[src/hw/rtl/scsd_pkg.sv]
// Shared types, key codes and character tables for the set-1 scan byte decoder.
// No dependencies; every other file in the block imports this package.

package scsd_pkg;

	// Key event codes carried on event_kind.
	typedef enum logic [4:0] {
		EV_NONE      = 5'd0,
		EV_CHAR      = 5'd1,
		EV_BACKSPACE = 5'd2,
		EV_TAB       = 5'd3,
		EV_HOME      = 5'd4,
		EV_END       = 5'd5,
		EV_UP        = 5'd6,
		EV_DOWN      = 5'd7,
		EV_LEFT      = 5'd8,
		EV_RIGHT     = 5'd9,
		EV_PGUP      = 5'd10,
		EV_PGDN      = 5'd11,
		EV_INSERT    = 5'd12,
		EV_DELETE    = 5'd13,
		EV_CAPS      = 5'd14,
		EV_HELP      = 5'd15,
		EV_SAVE      = 5'd16,
		EV_UNDO      = 5'd17,
		EV_EXIT      = 5'd18
	} event_kind_t;

	// One decoded result as it moves from the decoder to the output register.
	typedef struct packed {
		event_kind_t kind;
		logic [6:0]  char_code;
		logic        caps_on;
	} key_result_t;

	// Special bytes and make codes.
	localparam logic [7:0] PREFIX_BYTE  = 8'hE0;
	localparam logic [7:0] ESC_RELEASE  = 8'h81;
	localparam logic [6:0] KEY_LSHIFT   = 7'h2A;
	localparam logic [6:0] KEY_RSHIFT   = 7'h36;
	localparam logic [6:0] KEY_CTRL     = 7'h1D;
	localparam logic [6:0] KEY_CAPS     = 7'h3A;
	localparam logic [6:0] KEY_F1       = 7'h3B;
	localparam logic [6:0] KEY_F2       = 7'h3C;
	localparam logic [6:0] KEY_S        = 7'h1F;
	localparam logic [6:0] KEY_Z        = 7'h2C;
	localparam logic [6:0] KEY_BKSP     = 7'h0E;
	localparam logic [6:0] KEY_ENTER    = 7'h1C;
	localparam logic [6:0] KEY_TAB      = 7'h0F;
	localparam logic [6:0] KEY_HOME     = 7'h47;
	localparam logic [6:0] KEY_END      = 7'h4F;
	localparam logic [6:0] KEY_UP       = 7'h48;
	localparam logic [6:0] KEY_DOWN     = 7'h50;
	localparam logic [6:0] KEY_LEFT     = 7'h4B;
	localparam logic [6:0] KEY_RIGHT    = 7'h4D;
	localparam logic [6:0] KEY_PGUP     = 7'h49;
	localparam logic [6:0] KEY_PGDN     = 7'h51;
	localparam logic [6:0] KEY_INSERT   = 7'h52;
	localparam logic [6:0] KEY_DELETE   = 7'h53;
	localparam logic [6:0] ASCII_LF     = 7'h0A;
	localparam logic [6:0] ASCII_SPACE  = 7'h20;
	localparam logic [6:0] CASE_OFFSET  = 7'h20;

	// Unshifted character for a make code; zero where the key has no character.
	function automatic logic [6:0] base_char(input logic [6:0] code);
		logic [6:0] c;
		case (code)
			7'h02: c = 7'h31;
			7'h03: c = 7'h32;
			7'h04: c = 7'h33;
			7'h05: c = 7'h34;
			7'h06: c = 7'h35;
			7'h07: c = 7'h36;
			7'h08: c = 7'h37;
			7'h09: c = 7'h38;
			7'h0A: c = 7'h39;
			7'h0B: c = 7'h30;
			7'h0C: c = 7'h2D;
			7'h0D: c = 7'h3D;
			7'h10: c = 7'h71;
			7'h11: c = 7'h77;
			7'h12: c = 7'h65;
			7'h13: c = 7'h72;
			7'h14: c = 7'h74;
			7'h15: c = 7'h79;
			7'h16: c = 7'h75;
			7'h17: c = 7'h69;
			7'h18: c = 7'h6F;
			7'h19: c = 7'h70;
			7'h1A: c = 7'h5B;
			7'h1B: c = 7'h5D;
			7'h1E: c = 7'h61;
			7'h1F: c = 7'h73;
			7'h20: c = 7'h64;
			7'h21: c = 7'h66;
			7'h22: c = 7'h67;
			7'h23: c = 7'h68;
			7'h24: c = 7'h6A;
			7'h25: c = 7'h6B;
			7'h26: c = 7'h6C;
			7'h27: c = 7'h3B;
			7'h28: c = 7'h27;
			7'h2B: c = 7'h5C;
			7'h2C: c = 7'h7A;
			7'h2D: c = 7'h78;
			7'h2E: c = 7'h63;
			7'h2F: c = 7'h76;
			7'h30: c = 7'h62;
			7'h31: c = 7'h6E;
			7'h32: c = 7'h6D;
			7'h33: c = 7'h2C;
			7'h34: c = 7'h2E;
			7'h35: c = 7'h2F;
			7'h39: c = ASCII_SPACE;
			default: c = 7'h00;
		endcase
		return c;
	endfunction

	// Shifted form of a symbol; only the '1' key shifts among the digits.
	function automatic logic [6:0] shift_symbol(input logic [6:0] c);
		logic [6:0] s;
		case (c)
			7'h31: s = 7'h21;
			7'h2D: s = 7'h5F;
			7'h3D: s = 7'h2B;
			7'h5B: s = 7'h7B;
			7'h5D: s = 7'h7D;
			7'h3B: s = 7'h3A;
			7'h27: s = 7'h22;
			7'h5C: s = 7'h7C;
			7'h2C: s = 7'h3C;
			7'h2E: s = 7'h3E;
			7'h2F: s = 7'h3F;
			default: s = c;
		endcase
		return s;
	endfunction

	// Navigation event for an extended make code.
	function automatic event_kind_t extended_event(input logic [6:0] code);
		event_kind_t ev;
		case (code)
			KEY_HOME:   ev = EV_HOME;
			KEY_END:    ev = EV_END;
			KEY_UP:     ev = EV_UP;
			KEY_DOWN:   ev = EV_DOWN;
			KEY_LEFT:   ev = EV_LEFT;
			KEY_RIGHT:  ev = EV_RIGHT;
			KEY_PGUP:   ev = EV_PGUP;
			KEY_PGDN:   ev = EV_PGDN;
			KEY_INSERT: ev = EV_INSERT;
			KEY_DELETE: ev = EV_DELETE;
			default:    ev = EV_NONE;
		endcase
		return ev;
	endfunction

endpackage

[src/hw/rtl/scsd_decode.sv]
// Decode stage: modifier and prefix flags plus the combinational byte decoder.
// Depends on scsd_pkg for key codes, tables and the result struct.

module scsd_decode (
	input  logic                 clk,
	input  logic                 arst_n,
	input  logic                 step,
	input  logic [7:0]           scan_byte_s1,
	output scsd_pkg::key_result_t result
);
	import scsd_pkg::*;

	logic ext_q, lshift_q, rshift_q, ctrl_q, caps_q;
	logic ext_d, lshift_d, rshift_d, ctrl_d, caps_d;
	logic [6:0] code;
	logic brk;
	logic shift;
	logic letter;
	logic [6:0] base_c;
	logic [6:0] key_c;
	event_kind_t ev;
	logic [6:0] ch;

	assign code  = scan_byte_s1[6:0];
	assign brk   = scan_byte_s1[7];
	assign shift = lshift_q | rshift_q;

	// Printable character for a plain make code, with shift and caps applied.
	always_comb begin
		base_c = base_char(code);
		letter = code inside {[7'h10:7'h19], [7'h1E:7'h26], [7'h2C:7'h32]};
		if (base_c == 7'h00 || base_c == ASCII_SPACE) begin
			key_c = base_c;
		end else if (letter) begin
			key_c = (shift ^ caps_q) ? (base_c - CASE_OFFSET) : base_c;
		end else begin
			key_c = shift ? shift_symbol(base_c) : base_c;
		end
	end

	// Byte classification in priority order, with the next flag values.
	always_comb begin
		ext_d    = ext_q;
		lshift_d = lshift_q;
		rshift_d = rshift_q;
		ctrl_d   = ctrl_q;
		caps_d   = caps_q;
		ev       = EV_NONE;
		ch       = 7'h00;
		if (scan_byte_s1 == PREFIX_BYTE) begin
			ext_d = 1'b1;
		end else if (ext_q) begin
			ext_d = 1'b0;
			if (!brk) begin
				ev = extended_event(code);
			end
		end else if (code == KEY_LSHIFT) begin
			lshift_d = !brk;
		end else if (code == KEY_RSHIFT) begin
			rshift_d = !brk;
		end else if (code == KEY_CTRL) begin
			ctrl_d = !brk;
		end else if (scan_byte_s1 == ESC_RELEASE) begin
			ev = EV_EXIT;
		end else if (brk) begin
			ev = EV_NONE;
		end else if (code == KEY_CAPS) begin
			caps_d = !caps_q;
			ev     = EV_CAPS;
		end else if (code == KEY_F1) begin
			ev = EV_HELP;
		end else if (code == KEY_F2 || (ctrl_q && code == KEY_S)) begin
			ev = EV_SAVE;
		end else if (ctrl_q && code == KEY_Z) begin
			ev = EV_UNDO;
		end else if (code == KEY_BKSP) begin
			ev = EV_BACKSPACE;
		end else if (code == KEY_ENTER) begin
			ev = EV_CHAR;
			ch = ASCII_LF;
		end else if (code == KEY_TAB) begin
			ev = EV_TAB;
		end else if (key_c != 7'h00) begin
			ev = EV_CHAR;
			ch = key_c;
		end
	end

	// Flags advance only when the byte moves on to the output register.
	always_ff @(posedge clk or negedge arst_n) begin
		if (!arst_n) begin
			ext_q    <= 1'b0;
			lshift_q <= 1'b0;
			rshift_q <= 1'b0;
			ctrl_q   <= 1'b0;
			caps_q   <= 1'b0;
		end else if (step) begin
			ext_q    <= ext_d;
			lshift_q <= lshift_d;
			rshift_q <= rshift_d;
			ctrl_q   <= ctrl_d;
			caps_q   <= caps_d;
		end
	end

	assign result.kind      = ev;
	assign result.char_code = ch;
	assign result.caps_on   = caps_d;

endmodule

[src/hw/rtl/scsd_out_buf.sv]
// Output register with valid/stall handshake toward the event consumer.
// Depends on scsd_pkg for the result struct.

module scsd_out_buf (
	input  logic                 clk,
	input  logic                 arst_n,
	input  logic                 load_valid,
	input  scsd_pkg::key_result_t load_data,
	output logic                 load_ready,
	output logic                 out_valid,
	input  logic                 out_stall,
	output logic [4:0]           event_kind,
	output logic [6:0]           char_code,
	output logic                 caps_on
);
	import scsd_pkg::*;

	logic        valid_q;
	key_result_t data_q;

	// The register can take a new result when it is empty or its transaction completes.
	assign load_ready = !valid_q || !out_stall;

	always_ff @(posedge clk or negedge arst_n) begin
		if (!arst_n) begin
			valid_q <= 1'b0;
		end else if (load_ready) begin
			valid_q <= load_valid;
		end
	end

	always_ff @(posedge clk) begin
		if (load_ready && load_valid) begin
			data_q <= load_data;
		end
	end

	assign out_valid  = valid_q;
	assign event_kind = data_q.kind;
	assign char_code  = data_q.char_code;
	assign caps_on    = data_q.caps_on;

endmodule

[src/hw/rtl/scancode_set1_key_decoder_core.sv]
// Set-1 keyboard scan byte decoder, one key event per scan byte.
// Each accepted byte passes the input register, the decoder and the output register.
// One byte per cycle while out_stall is low; input and output register each hold one byte.
// Reset (arst_n low, asynchronous) clears both valid bits and all modifier/prefix flags.
// Depends on scsd_pkg, scsd_decode and scsd_out_buf.

module scancode_set1_key_decoder_core (
	input  logic       clk,
	input  logic       arst_n,
	input  logic       in_valid,
	output logic       in_stall,
	input  logic [7:0] scan_byte,
	output logic       out_valid,
	input  logic       out_stall,
	output logic [4:0] event_kind,
	output logic [6:0] char_code,
	output logic       caps_on
);
	import scsd_pkg::*;

	logic        valid_s1;
	logic [7:0]  scan_byte_s1;
	logic        adv;
	logic        step;
	key_result_t result;

	// Input register moves whenever the output register takes its byte.
	assign in_stall = valid_s1 && !adv;
	assign step     = valid_s1 && adv;

	always_ff @(posedge clk or negedge arst_n) begin
		if (!arst_n) begin
			valid_s1 <= 1'b0;
		end else if (!in_stall) begin
			valid_s1 <= in_valid;
		end
	end

	always_ff @(posedge clk) begin
		if (!in_stall && in_valid) begin
			scan_byte_s1 <= scan_byte;
		end
	end

	// Decoder with its flag registers.
	scsd_decode u_decode (
		.clk          (clk),
		.arst_n       (arst_n),
		.step         (step),
		.scan_byte_s1 (scan_byte_s1),
		.result       (result)
	);

	// Result register toward the consumer.
	scsd_out_buf u_out_buf (
		.clk        (clk),
		.arst_n     (arst_n),
		.load_valid (valid_s1),
		.load_data  (result),
		.load_ready (adv),
		.out_valid  (out_valid),
		.out_stall  (out_stall),
		.event_kind (event_kind),
		.char_code  (char_code),
		.caps_on    (caps_on)
	);

endmodule

[config.mk]
export PLATFORM = sky130hd
export DESIGN_NAME = scancode_set1_key_decoder_core
export DESIGN_NICKNAME = d
export VERILOG_FILES = /design/src/hw/rtl/scsd_pkg.sv /design/src/hw/rtl/scsd_decode.sv /design/src/hw/rtl/scsd_out_buf.sv /design/src/hw/rtl/scancode_set1_key_decoder_core.sv
export SDC_FILE = /design/constraint.sdc
export NUM_CORES = 1
export LEC_CHECK = 0
export BUFFER_PORTS_ARGS = -buffer_cell sky130_fd_sc_hd__buf_2
export CAP_MARGIN = 15
export CORE_ASPECT_RATIO = 0.6
export CORE_MARGIN = 10
export CORE_UTILIZATION = 40
export DETAILED_ROUTE_END_ITERATION = 10
export HOLD_SLACK_MARGIN = 0.12
export PLACE_DENSITY = 0.66
export REMOVE_ABC_BUFFERS = 1
export SLEW_MARGIN = 40
export SYNTH_ARGS = -nofsm -noshare
export SYNTH_HDL_FRONTEND = slang
export SYNTH_SLANG_ARGS = --single-unit
export TNS_END_PERCENT = 30
[constraint.sdc]
create_clock -name clk -period 2.3 [get_ports clk]
set_input_delay 0.345 -clock clk [delete_from_list [all_inputs] [get_ports clk]]
set_output_delay 0.345 -clock clk [all_outputs]
set_load 0.01 [all_outputs]
Word level (Yosys, flattened, before mapping)
Memory sizes are Yosys's and may differ from the RTL's. A register that Yosys moved wholly into a read port is not among the register bits.
Index checks and enable logic that the tools add are counted.
Widths: inputs -> output; s select.
Storage, ports and cells
  word-level logic and storage cells: 122
  memories kept: 1
  output and inout port bits: 15
  ROM bits: 448
  input bits: 12
  register bits: 28
Memory list
  (name not given): words 64, bits a word 7, read ports 1, clocked after Yosys merged registers in 1, write ports 0, line scsd_pkg.sv:67  | case (code)
Cells by class
  mux-type cells: 35
  order comparisons: 6
  reductions and logical operators: 25
  bitwise gates (word level): 7
  add/subtract/negate cells: 1
  equality and inequality tests: 35
Operators with widths (count)
  $eq 7x6->1 const B: 15
  $eq 7x7->1 const B: 13
  $pmux 7 s11: 1
  $mux 5: 14
  $pmux 4 s10: 1
  $mux 7: 5
  $eq 7x5->1 const B: 3
  $eq 8x8->1 const B: 2
  $reduce_or 15->1: 1
  $eq 7x4->1 const B: 2
  $ge 7x5->1 const B: 2
  $le 7x6->1 const B: 2
  $mux 4: 3
  $reduce_or 12->1: 1
  $mux 1: 10
  $logic_and 1x1->1: 8
  $ge 7x6->1 const B: 1
  $le 7x5->1 const B: 1
  $logic_not 7->1: 1
  $reduce_bool 7->1: 1
  $sub 7x6->7 const B: 1
  $logic_not 1->1: 6
  $mux 6: 1
  $reduce_and 6->1: 1
  other kinds (7): 13

Logic depth before layout (Yosys ltp)
  depth in word-level cells: 21
  gate-level depth with buffers: 9
  gate-level depth less buffers: 9

Modules after synthesis
A second synthesis with hierarchy kept.
Second synthesis, totals
  cell total of the unflattened synthesis: 351
  area total of the unflattened synthesis: 3086.7 um2
Modules (own cells, without submodules)
  scsd_decode: area an instance 2344.7 um2, seq. area each 125.1 um2, cells each 320, times used 1
  scsd_out_buf: area an instance 437.9 um2, seq. area each 415.4 um2, cells each 17, times used 1
  scancode_set1_key_decoder_core: area an instance 304.0 um2, seq. area each 265.3 um2, cells each 14, times used 1

Least setup slack after synthesis
No wires, ideal clock.
  path kind: reg2reg
  from: register u_out_buf.valid_q, in the netlist u_out_buf.out_valid
  to: register (tool-made name)
  setup time: 0.136 ns
  stages on the path, launching flop included: 10
  period minus slack after synthesis: 2.239 ns
  required time: 2.164 ns
  data arrival time: 2.103 ns
  path buffers: 0
  slack: 0.061 ns
  cell sequence: dfrtp_1 > nand3_2 > nand2_4 > mux2_2 > inv_1 > ha_1 > mux2_4 > o31ai_4 > nor4_1 > a211oi_1
RTL lines
  start: declaration: line scsd_out_buf.sv:18  | logic valid_q;
  start signal: assignment: line scsd_out_buf.sv:28  | valid_q <= load_valid;

==> reports/metrics.cfg <==
[drt]
drt_iter0_drc=335
avgViaCountPerCell=5.90
num_vias=3029
wl_per_cell_um=16.3
first_pass_iters=6
drt_wl_total_mm=8.34
drc=0
ant_nets=0

[placed_design]
io_buffer_count=26
place_area_um2=3470
gp_congestion=0.960
hpwl_mm=6.40

[clock_network]
clock_tree.buffer_depth=2
htreeDepth=2
tritoncts=yes
path_clk_slew_ps=50
cts_sinks=35
cts-root-buf=clkbuf_16
cts-buffers-inserted=5
clock_latency_ps=270

[final_layout]
finalNetCount=429
seq_area_um2=947
area_growth_pct=26.1
final_common_cell=buf_4
num_antenna_cells=0
nFillCells=679
stdcell_area_um2=3760
final_layout_size_suffix_gt1_share_pct=28.4
multi_input_area_um2=1960
final_cell_mix=buf_4 (48), nand2_1 (31), buf_2 (26), a21oi_1 (25), nor2_1 (22)

[logic_synthesis]
ys_async_sr_fraction_pct=20.0
yosysWarningCount=0
yosys-top-cells-area=edfxtp_1 (21%), dfrtp_1 (5.9%), dfxtp_1 (4.7%)
synth.avg_cell_area_um2=8.60
synthFlopType=edfxtp_1
ys_seq_area_share_pct=31.7
synth_cells=347
ys_types=76
ys_ff_latch=35
synth_area_um2=2980
synth_edf_count=21
yosys.area.top_type=edfxtp_1
yosysTopAreaCellShare_pct=21.1

[grt]
grt.overflow.total=0
antenna_found_initial=0
track_usage_pct=14.3
grt_pass1_vias=2798
grt_max_degree=19
grt_first_pass_wirelength_mm=13.9

[timing]
maxSlewViolCount=0
rsz0062_at_grt=true
worstMarginPinSlew_ps=555
min_period_ps=2250
whs_ps=262
skew_ps=8.06
max_freq_mhz=445
finalHoldViolCount=0
setup_viol=0
post-route-period-util_pct=97.8
slew-limit-headroom_pct=61.9

[critical_path]
worst_ep_required_time_ps=2430
end_kind=register
max_stage_delay_ps=410
cp-start-kind=register
critPathKind=reg -> reg
crit_chain=nand3_2, nand2_4, mux2_2, inv_1, ha_1, mux2_4, o31ai_4, nor4_2, a211oi_1
arrival_ps=2380
critical_path_buf_inv_count=1
crit_fanout=5
cp_top_family=multiplexers
critPathSlowestCell=mux2_2

[floorplan]
fp-row-count=24
start_util_pct=41.0
core_region_area_um2=7270
die_w_um=131
die_area_um2=11400
io_pins=27
dieHeight_um=86.9

[outcome]
outcome=completed

[min_path]
hold_path.class=in -> reg

[power]
vdd_ir_drop_max_mv=0.346
leakage_uw=0.00151
powerDensity_nw_per_um2=592

[job]
cap_violations=0

-- per-stage QoR --
step	total power (uW)	setup slack, ps	setup TNS [ps]	utilization, %	instances
floorplan	1280	-235	-493	-	322
global placement	1540	-70.9	-338	47.7	496
finish	2230	51.1	0	51.8	513
detailed placement	1550	-81.5	-380	47.7	496
CTS	2190	1.85	0	49.9	505
global route	2370	-69.0	-175	51.8	513
-- kinds of logic (layout without fill, tap and decap cells) --
family | after synthesis | in the layout | share of synthesized area [%]
muxes | 14 | 14 | 6.00
and+or+nand+nor | 142 | 142 | 26.6
adders and majority gates | 9 | 9 | 3.78
AOI/OAI and AO/OA | 106 | 106 | 25.1
DFF | 35 | 35 | 31.7
xor gates and xnor gates | 5 | 5 | 1.47
buffers and inverters | 36 | 98 | 5.41
-- report_power, final --
part / switching (uW) / internal (uW) / total, uW
sequential: 85.8 / 743 / 829
clock: 220 / 402 / 621
combinational: 431 / 347 / 778
-- repair_timing --
action / CTS / global route
hold endpoints to repair: 7 / 0
gates cloned: 0 / 0
pin swaps: 0 / 1
resized for setup: 2 / 16
hold buffers: 1 / 0
buffers inserted: 0 / 8
setup endpoints to repair: 5 / 11
-- layer usage --
layer / wire [um] / global-route usage [%] / vias to the layer above
li1: - / - / 1455
met1: 4070 / 20.5 / 1438
met2: 3350 / 20.4 / 126
met3: 809 / 4.67 / 10
met4: 106 / 2.91 / 0
met5: 0 / 0 / -
-- worst paths after layout --
check | end | slack, ps | depth (start not counted) | from
max | register | 50 | 9 | valid_s1
max in group asynchronous | u_out_buf.out_valid | 1720 | 2 | arst_n
min reg2reg | u_decode.rshift_q | 530 | 2 | u_decode.rshift_q
min in group asynchronous | valid_s1 | 430 | 2 | arst_n
min | scan_byte_s1[7] | 260 | 1 | scan_byte[7]
max reg2reg | register | 50 | 9 | valid_s1
-- final cells by class --
class | count | area share, %
Multi-Input combinational cell | 276 | 52.1
Tap cell | 104 | 3.46
Sequential cell | 35 | 25.2
Inverter | 11 | 1.10
Clock buffer | 8 | 3.62
Timing Repair Buffer | 79 | 14.6
-- cell usage after synthesis (4+ instances only) --
library cell and count:
edfxtp_1 21, nand3b_1 5, o31ai_1 5, dfrtp_1 7, dfxtp_1 7, o211ai_1 6, nand4_1 6, nor2b_1 6
mux2_2 4, clkbuf_1 11, and3_1 4, ha_1 9, or3_1 4, inv_1 9, nand3_1 15, nand2_1 31
a211oi_1 6, o21ai_0 20, buf_2 12, nor2_1 23, nor3_1 9, and3b_1 4, a21oi_1 25, nand2b_1 10
mux2i_1 6, nor3b_1 4
-- worst reg2reg max path: stages (launching register included) --
cell and delay, ps:
dfrtp_1 380, nand3_2 130, nand2_4 120, mux2_2 410, inv_1 130, ha_1 270
mux2_4 200, o31ai_4 70, nor4_2 330, a211oi_1 80
(Power assumes the default switching activity.)
